**src/sv/smbpg_pkg.sv**
```systemverilog
// shared types, constants and the pan sine table function for the stereo mix bus
package smbpg_pkg;

    localparam int MAX_FRAMES     = 1024;
    localparam int PAN_TABLE_SIZE = 256;
    localparam int ACC_BITS       = 24;

    localparam int SLOT_W     = 10;
    localparam int ADDR_W     = $clog2(MAX_FRAMES);
    localparam int IDX_W      = $clog2(PAN_TABLE_SIZE + 1);
    localparam int PAN_SHIFT  = $clog2(PAN_TABLE_SIZE);
    localparam int GAIN_W     = 17;
    localparam int CONTRIB_W  = 21;
    localparam int CFG_IDX_W  = 1;
    localparam int CFG_DATA_W = 1;

    // power of two, pointers wrap naturally
    localparam int FIFO_DEPTH = 16;
    localparam int FIFO_AW    = $clog2(FIFO_DEPTH);
    localparam int FIFO_CW    = $clog2(FIFO_DEPTH + 1);

    localparam longint HALF_PI_Q30 = 64'sd1686629713;

    typedef enum logic [CFG_IDX_W-1:0] {
        CFG_STEREO_OUTPUT = 1'b0,
        CFG_SOLO_ACTIVE   = 1'b1
    } t_cfg_idx;

    typedef struct packed {
        logic        [SLOT_W-1:0] frame_slot;
        logic signed [15:0]       sample_left;
        logic signed [15:0]       sample_right;
        logic        [15:0]       clip_gain;
        logic        [15:0]       track_gain;
        logic        [14:0]       fade_gain;
        logic signed [15:0]       clip_pan;
        logic signed [15:0]       trk_pan;
        logic                     clip_muted;
        logic                     trk_muted;
        logic                     trk_solo;
        logic                     last_contribution;
    } t_mix_item;

    typedef struct packed {
        logic        [SLOT_W-1:0] out_slot;
        logic signed [15:0]       out_left;
        logic signed [15:0]       out_right;
        logic                     saturated;
    } t_frame_item;

    typedef struct packed {
        logic signed [ACC_BITS-1:0] left;
        logic signed [ACC_BITS-1:0] right;
    } t_acc_pair;

    typedef struct packed {
        logic              valid;
        logic [SLOT_W-1:0] slot;
    } t_rd_req;

    typedef struct packed {
        logic                        valid;
        logic [SLOT_W-1:0]           slot;
        logic                        last;
        logic signed [CONTRIB_W-1:0] contrib_l;
        logic signed [CONTRIB_W-1:0] contrib_r;
    } t_acc_req;

    // term times x squared, back in Q30
    function automatic longint taylor_step(longint term, longint x);
        return (((term * x) >>> 30) * x) >>> 30;
    endfunction

    // sin(k*pi/(2*N)) in Q15 from a Q30 taylor series, evaluated at elaboration
    function automatic logic [GAIN_W-1:0] pan_sin(int k);
        longint x;
        longint term;
        longint sum;
        x    = (HALF_PI_Q30 * longint'(k)) >>> PAN_SHIFT;
        term = x;
        sum  = x;
        term = taylor_step(term, x) / 64'sd6;
        sum  = sum - term;
        term = taylor_step(term, x) / 64'sd20;
        sum  = sum + term;
        term = taylor_step(term, x) / 64'sd42;
        sum  = sum - term;
        term = taylor_step(term, x) / 64'sd72;
        sum  = sum + term;
        term = taylor_step(term, x) / 64'sd110;
        sum  = sum - term;
        term = taylor_step(term, x) / 64'sd156;
        sum  = sum + term;
        term = taylor_step(term, x) / 64'sd210;
        sum  = sum - term;
        if (sum < 0) begin
            sum = 0;
        end
        sum = (sum + (longint'(1) << 14)) >>> 15;
        if (sum > 32768) begin
            sum = 32768;
        end
        return GAIN_W'(sum);
    endfunction

endpackage

```
**src/sv/smbpg_frame_if.sv**
```systemverilog
// valid/ready channel carrying one emitted frame
interface smbpg_frame_if;
    import smbpg_pkg::*;

    logic        valid;
    logic        ready;
    t_frame_item data;

    modport source (output valid, output data, input ready);
    modport sink (input valid, input data, output ready);
endinterface

```
**src/sv/smbpg_fifo.sv**
```systemverilog
// output frame queue with credit count covering frames still in the pipeline
module smbpg_fifo (
    input  logic                   i_clk,
    input  logic                   i_rst_n,
    input  logic                   i_push,
    input  smbpg_pkg::t_frame_item i_push_item,
    input  logic                   i_reserve,
    output logic                   o_room,
    smbpg_frame_if.source          o_frame
);
    import smbpg_pkg::*;

    t_frame_item r_buf [FIFO_DEPTH];

    logic [FIFO_AW-1:0] r_wr_ptr;
    logic [FIFO_AW-1:0] r_rd_ptr;
    logic [FIFO_CW-1:0] r_fill;
    logic [FIFO_CW-1:0] r_credit;
    logic               w_pop;

    assign o_frame.valid = (r_fill != '0);
    assign o_frame.data  = r_buf[r_rd_ptr];
    assign w_pop         = o_frame.valid & o_frame.ready;
    assign o_room        = (r_credit < FIFO_CW'(FIFO_DEPTH));

    always_ff @(posedge i_clk) begin
        if (i_push) begin
            r_buf[r_wr_ptr] <= i_push_item;
        end
    end

    always_ff @(posedge i_clk) begin
        if (!i_rst_n) begin
            r_wr_ptr <= '0;
            r_rd_ptr <= '0;
            r_fill   <= '0;
            r_credit <= '0;
        end else begin
            if (i_push) begin
                r_wr_ptr <= r_wr_ptr + FIFO_AW'(1);
            end
            if (w_pop) begin
                r_rd_ptr <= r_rd_ptr + FIFO_AW'(1);
            end
            r_fill   <= r_fill + FIFO_CW'(i_push) - FIFO_CW'(w_pop);
            r_credit <= r_credit + FIFO_CW'(i_reserve) - FIFO_CW'(w_pop);
        end
    end

endmodule

```
**src/flat_wrapper.sv**
```systemverilog
// flat-port wrapper written by rule: the top's interface ports become plain ports
module smbpg_fifo_flat import smbpg_pkg::*;
  (i_clk, i_rst_n, i_push, i_push_item, i_reserve, o_room, o_frame_valid, o_frame_data, o_frame_ready);
  smbpg_frame_if o_frame_i ();
  input  logic i_clk;
  input  logic i_rst_n;
  input  logic i_push;
  input  smbpg_pkg::t_frame_item i_push_item;
  input  logic i_reserve;
  output logic o_room;
  output wire logic [$bits(o_frame_i.valid)-1:0] o_frame_valid;
  output wire logic [$bits(o_frame_i.data)-1:0] o_frame_data;
  input wire logic [$bits(o_frame_i.ready)-1:0] o_frame_ready;
  assign o_frame_valid = o_frame_i.valid;
  assign o_frame_data = o_frame_i.data;
  assign o_frame_i.ready = o_frame_ready;
  smbpg_fifo u_core (.i_clk(i_clk), .i_rst_n(i_rst_n), .i_push(i_push), .i_push_item(i_push_item), .i_reserve(i_reserve), .o_room(o_room), .o_frame(o_frame_i));
endmodule
```
**config.mk**
```make
export PLATFORM = sky130hd
export DESIGN_NAME = smbpg_fifo_flat
export DESIGN_NICKNAME = d
export VERILOG_FILES = /design/src/sv/smbpg_pkg.sv /design/src/sv/smbpg_frame_if.sv /design/src/sv/smbpg_fifo.sv /design/src/flat_wrapper.sv
export SDC_FILE = /design/constraint.sdc
export NUM_CORES = 1
export LEC_CHECK = 0
export BUFFER_PORTS_ARGS = -buffer_cell sky130_fd_sc_hd__buf_4
export CORE_MARGIN = 4
export CORE_UTILIZATION = 61
export CTS_CLUSTER_DIAMETER = 100
export DETAILED_ROUTE_END_ITERATION = 12
export PLACE_DENSITY = 0.83
export SLEW_MARGIN = 20
export SYNTH_ARGS = -nofsm -noshare
export SYNTH_HDL_FRONTEND = slang
export SYNTH_SLANG_ARGS = --single-unit
```
**constraint.sdc**
```tcl
create_clock -name i_clk -period 3.2 [get_ports i_clk]
set_input_delay 0.16 -clock i_clk [delete_from_list [all_inputs] [get_ports i_clk]]
set_output_delay 0.16 -clock i_clk [all_outputs]
set_load 0.02 [all_outputs]
```
======== Word-level counts from Yosys, hierarchy flattened ========
Memories as Yosys holds them, arrays and structs flattened. A register that Yosys moved wholly into a read port is not among the register bits.
Cells that the tools add are included.
storage, ports and cells
  bits of input ports ..................... 48
  output and inout bits ................... 45
  memories kept ........................... 1
  flip-flop bits (word level) ............. 18
  bits in writable memories ............... 688
memory list
  name          depth  bits a word  read ports  clocked after Yosys merged registers in  wr ports  line              source
  u_core.r_buf  16     43           1           1                                        1         smbpg_fifo.sv:13  t_frame_item r_buf [FIFO_DEPTH];
cells by class
  magnitude comparators ................... 1
  reductions and logical operators ........ 1
  bitwise gates (word level) .............. 1
  add/sub/neg operators ................... 6
  muxes and demuxes ....................... 4
operator list
  cell                                         number
  adder 5 x 1 -> 5 bit                         2
  subtractor 5 x 1 -> 5 bit                    2
  adder 4 x 1 -> 4 bit, second input constant  2
  2-to-1 mux 4 bit                             2
  < comparator 5 bit, second input constant    1
  nonzero test 5 bit                           1
  2-to-1 mux 1 bit                             2
  bitwise AND 1 bit                            1

======== Longest topological paths before layout ========
  depth in word-level cells ............... 4
  gate-level depth with buffers ........... 15
  mapped depth without buffers ............ 14

======== Worst setup path before layout ========
Ideal clock, no wire load.
  path kind ............................... register to register
  from .................................... register u_core.r_fill[3]
  to ...................................... register u_core.r_fill[4]
  stages on the path, launching flop included .. 16
  arrival ................................. 2.744 ns
  slack ................................... 0.335 ns
  library setup time ...................... 0.121 ns
  path buffers ............................ 1
  cells stage by stage .................... dfxtp_1 > inv_1 > ha_1 > or4b_1 > clkbuf_1 > nand2_1 > inv_1 > ha_1 > inv_1 > ha_1 > inv_1 > fa_1 > nand2b_1 > a21oi_1 > o21ai_0 > nor3b_1
between the ends
  longest elaborated chain between the ends .. 3
  elaborated cells between the ends (all ways) .. 4
  those cells by class .................... 2 x add/sub; 1 x bitwise; 1 x reduce/logical
RTL lines
  element                    line                source
  start: declaration         smbpg_fifo.sv:17    logic [FIFO_CW-1:0] r_fill;
  start signal: assignment   smbpg_fifo.sv:45    r_fill <= r_fill + FIFO_CW'(i_push) - FIFO_CW'(w_pop);
  nonzero test 5 bit         smbpg_fifo.sv:21    assign o_frame.valid = (r_fill != '0);
  net o_frame_valid          flat_wrapper.sv:11  output wire logic [$bits(o_frame_i.valid)-1:0] o_frame_valid;
  bitwise AND 1 bit          smbpg_fifo.sv:23    assign w_pop = o_frame.valid & o_frame.ready;
  subtractor 5 x 1 -> 5 bit  smbpg_fifo.sv:45
The timed path passes the listed nets, and every way through them passes these cells.
A chain may end at the register's enable or synchronous reset.

==> metrics <==
hold path cells 5; vias per cell between 6 and 7; CP max stage delay ~0.61 ns; average size of a mapped cell 22.65 sq um; synthesized area 26880 sq um; setup TNS 0 ns; Util after Layout between 70% and 80%; first-pass GRT wire length between 90000 and 100000 um; Slew headroom between 30% and 40%; Max Slew Vio Count 0; WS Path Type flop to output pin; number of synthesized flops with an enable pin 688; setup repair after global routing missed its margin false; TritonCTS buffer count 69; clk sinks 710; Residual DRC 0; clk slew on worst S/H paths around 0.060 ns; reg-to-reg critical path startpoint u_core.r_fill[3]$_SDFF_PN0_; maximum clock frequency 335.7 MHz; Hold EP u_core.r_credit[1]$_SDFF_PN0_; yosys warns 0; layout cells sized above 1 between 20% and 30%; Die Wd roughly 220 um; synthesized instance count between 1k and 1.5k; Synth Register Bits 710; ANT nets after route 0; Leak around 0.0099 uW; register-to-register setup slack around 0.27 ns; # rows between 70 and 80; ys flop type edfxtp_1; grt ovf 0; TritonCTS clock tree built; CTS H-tree depth 3; Final Hold Violating Endpoints 0; largest net degree at the start of global routing 52; antenna violations before repair 4; worst-path maximum fanout 48; Final Routed Wirelength approximately 64000 um; post-CTS setup buffer count 0; max_cap viols 0; Finish-stage setup viols 0; final std cells w/o fill between 2k and 2.5k; Placed Cells approximately 1.8k; synthesized netlist net count 1253; IO Count 93; VDD IR max between 0.6 and 0.7 mV; library cells used by synthesis 31; CP startpoint kind flop; root buf cell clkbuf_16; endpoint class of the critical path output pin; total iterations of the first detailed-routing run 5; Port-buffer cells 92; global-route usage over all layers between 20% and 30%; post-route clock period utilization between 90% and 100%; Slew @ Worst Pin 0.9622 ns; Final #Nets between 1k and 1.5k; FF-to-FF End u_core.r_fill[4]$_SDFF_PN0_; Vias about 14k; DR iter-0 viols roughly 2.1k; CTS Buffer Depth 3; total die area about 47000 sq um; core box area between 40000 and 50000 sq um; Routability Congestion about 0.74; critical path cell sequence buf_12 -> mux4_2 -> a22oi_1 -> nand2_1 -> buf_4; Final Critical Period 2.979 ns; height of the die ~220 um; worst r2r path cells 14; Wirelength per Cell around 32 um; min-delay src i_reserve; Post-DP HPWL around 29000 um; slowest CP cell dfxtp_4; sequential share of the synthesized area ~78%; Clk Latency, worst-skew pair approximately 0.59 ns; initial core utilization between 60 and 70%; vias in the first global route between 10k and 15k; Crit path required time 3.04 ns; Worst Hold Class input pin to flop; clk_skew 0.01892 ns; WP data arrival around 2.8 ns; Syn-to-layout area delta 15.66%; outcome finished, final reports clean; Synth async-reset ratio 0%; PwrDens between 700 and 800 nW/um^2
cell usage in the layout (no fill, tap or decap), types with 14 or more instances in the layout:
master         synthesis  routed
a22oi_1               86      86
dfxtp_1               22      20
and2_2                 0      17
clkinv_1               1      14
clkbuf_16              0      71
mux4_2               172     172
ha_1                  16      16
dlygate4sd3_1          0      47
buf_4                  0      98
buf_12                 0      24
inv_1                 19      19
nand2_1               47      47
clkbuf_1              31      17
edfxtp_1             688     688
nor2_1                15      14
stage by stage:
| step | cell area, sq um | power (uW) | hold WS (ns) | worst slack, ns |
|---|---|---|---|---|
| floorplan | 26880 | 13700 | 0.2589 | 0.3350 |
| global placement | 28570 | 14710 | 0.3826 | 0.3559 |
| detailed placement | 28570 | 14840 | 0.3879 | 0.2069 |
| CTS | 31080 | 22470 | 0.1991 | 0.1368 |
| global route | 31090 | 23220 | 0.2404 | 0.02420 |
| finish | 31090 | 22360 | 0.2252 | 0.2207 |
cell usage after synthesis, drive strengths merged (4+ instances only):
library cell | n | area share (%)
a21oi | 4 | 0.074
a22oi | 86 | 2.4
and2 | 19 | 0.44
buf | 29 | 0.74
clkbuf | 31 | 0.43
dfxtp | 22 | 1.6
edfxtp | 688 | 77
ha | 16 | 0.74
inv | 19 | 0.27
mux4 | 172 | 14
nand2 | 47 | 0.66
nor2 | 15 | 0.21
nor2b | 4 | 0.093
xnor2 | 4 | 0.13
xor2 | 7 | 0.23
worst max path at each step:
stage | from | cells past startpoint | endpoint
3_5_place_dp | u_core.r_fill[3]$_SDFF_PN0_ | 14 | u_core.r_fill[4]$_SDFF_PN0_
2_1_floorplan | u_core.r_fill[3]$_SDFF_PN0_ | 15 | u_core.r_fill[4]$_SDFF_PN0_
4_1_cts | flop | 5 | o_frame_data[31]
3_3_place_gp | u_core.r_fill[3]$_SDFF_PN0_ | 14 | u_core.r_fill[4]$_SDFF_PN0_
6_report | flop | 5 | o_frame_data[36]
5_1_grt | u_core.r_fill[3]$_SDFF_PN0_ | 14 | u_core.r_fill[4]$_SDFF_PN0_
flip-flops by register name (all words and copies together) (netlist names), named ones only:
register         cells
u_core.r_wr_ptr      4
u_core.r_rd_ptr      4
u_core.r_fill        5
u_core.r_credit      5
u_core.r_buf       688
final cells by class:
| type | instances | area [sq um] |
|---|---|---|
| Clock buffer | 88 | 1841 |
| Timing Repair Buffer | 169 | 1687 |
| Multi-Input combinational cell | 397 | 5439 |
| Tap cell | 585 | 732.0 |
| Antenna cell | 2 | 5.005 |
| Fill cell | 2359 | 12270 |
| Sequential cell | 710 | 21110 |
| Inverter | 20 | 75.07 |
| Clock inverter | 30 | 207.7 |
cells by family (layout without fill, tap and decap cells):
logic type               after synthesis  count (layout)  share of synthesized area (%)
flip-flops                           710             710                          78.49
multiplexers                         173             173                          14.45
AND/OR/NAND/NOR                      100             100                          1.759
AO/OA/AOI/OAI                         95              95                          2.597
buffers and inverters                 80             307                          1.457
adder cells (fa/ha/maj)               18              18                         0.8936
XOR/XNOR                              11              11                         0.3584
other                                  0               2                              0
what timing repair did:
item / in CTS / in global routing
hold endpoints to repair: 699 / 0
setup endpoints to repair: 0 / 1
resized for setup: 0 / 1
hold buffers: 47 / 0
where the power goes:
part	leakage, uW	switching, uW	internal [uW]	total (uW)
registers	0.00640	196	10400	10600
clock network	0.000998	3360	4230	7590
logic	0.00250	2070	2110	4180
total	0.00990	5630	16700	22400
metal layers:
layer / global-route usage [%] / up-vias / part of all wire (%) / wire, um
met2: 44.96 / 1042 / 51 / 32330
met5: 0 / - / 0.036 / 23
met1: 38.23 / 7015 / 35 / 22430
met4: 8.658 / 4 / 2.8 / 1762
li1: - / 5357 / - / -
met3: 6.033 / 140 / 11 / 7025
critical path: cells and delay by family, from the launching register on:
family	cells	cell delay [ns]
AO/OA/AOI/OAI	1	0.32
buffers and inverters	2	0.54
flip-flops	1	0.61
multiplexers	1	0.58
AND/OR/NAND/NOR	1	0.11
(Power assumes the default switching activity.)
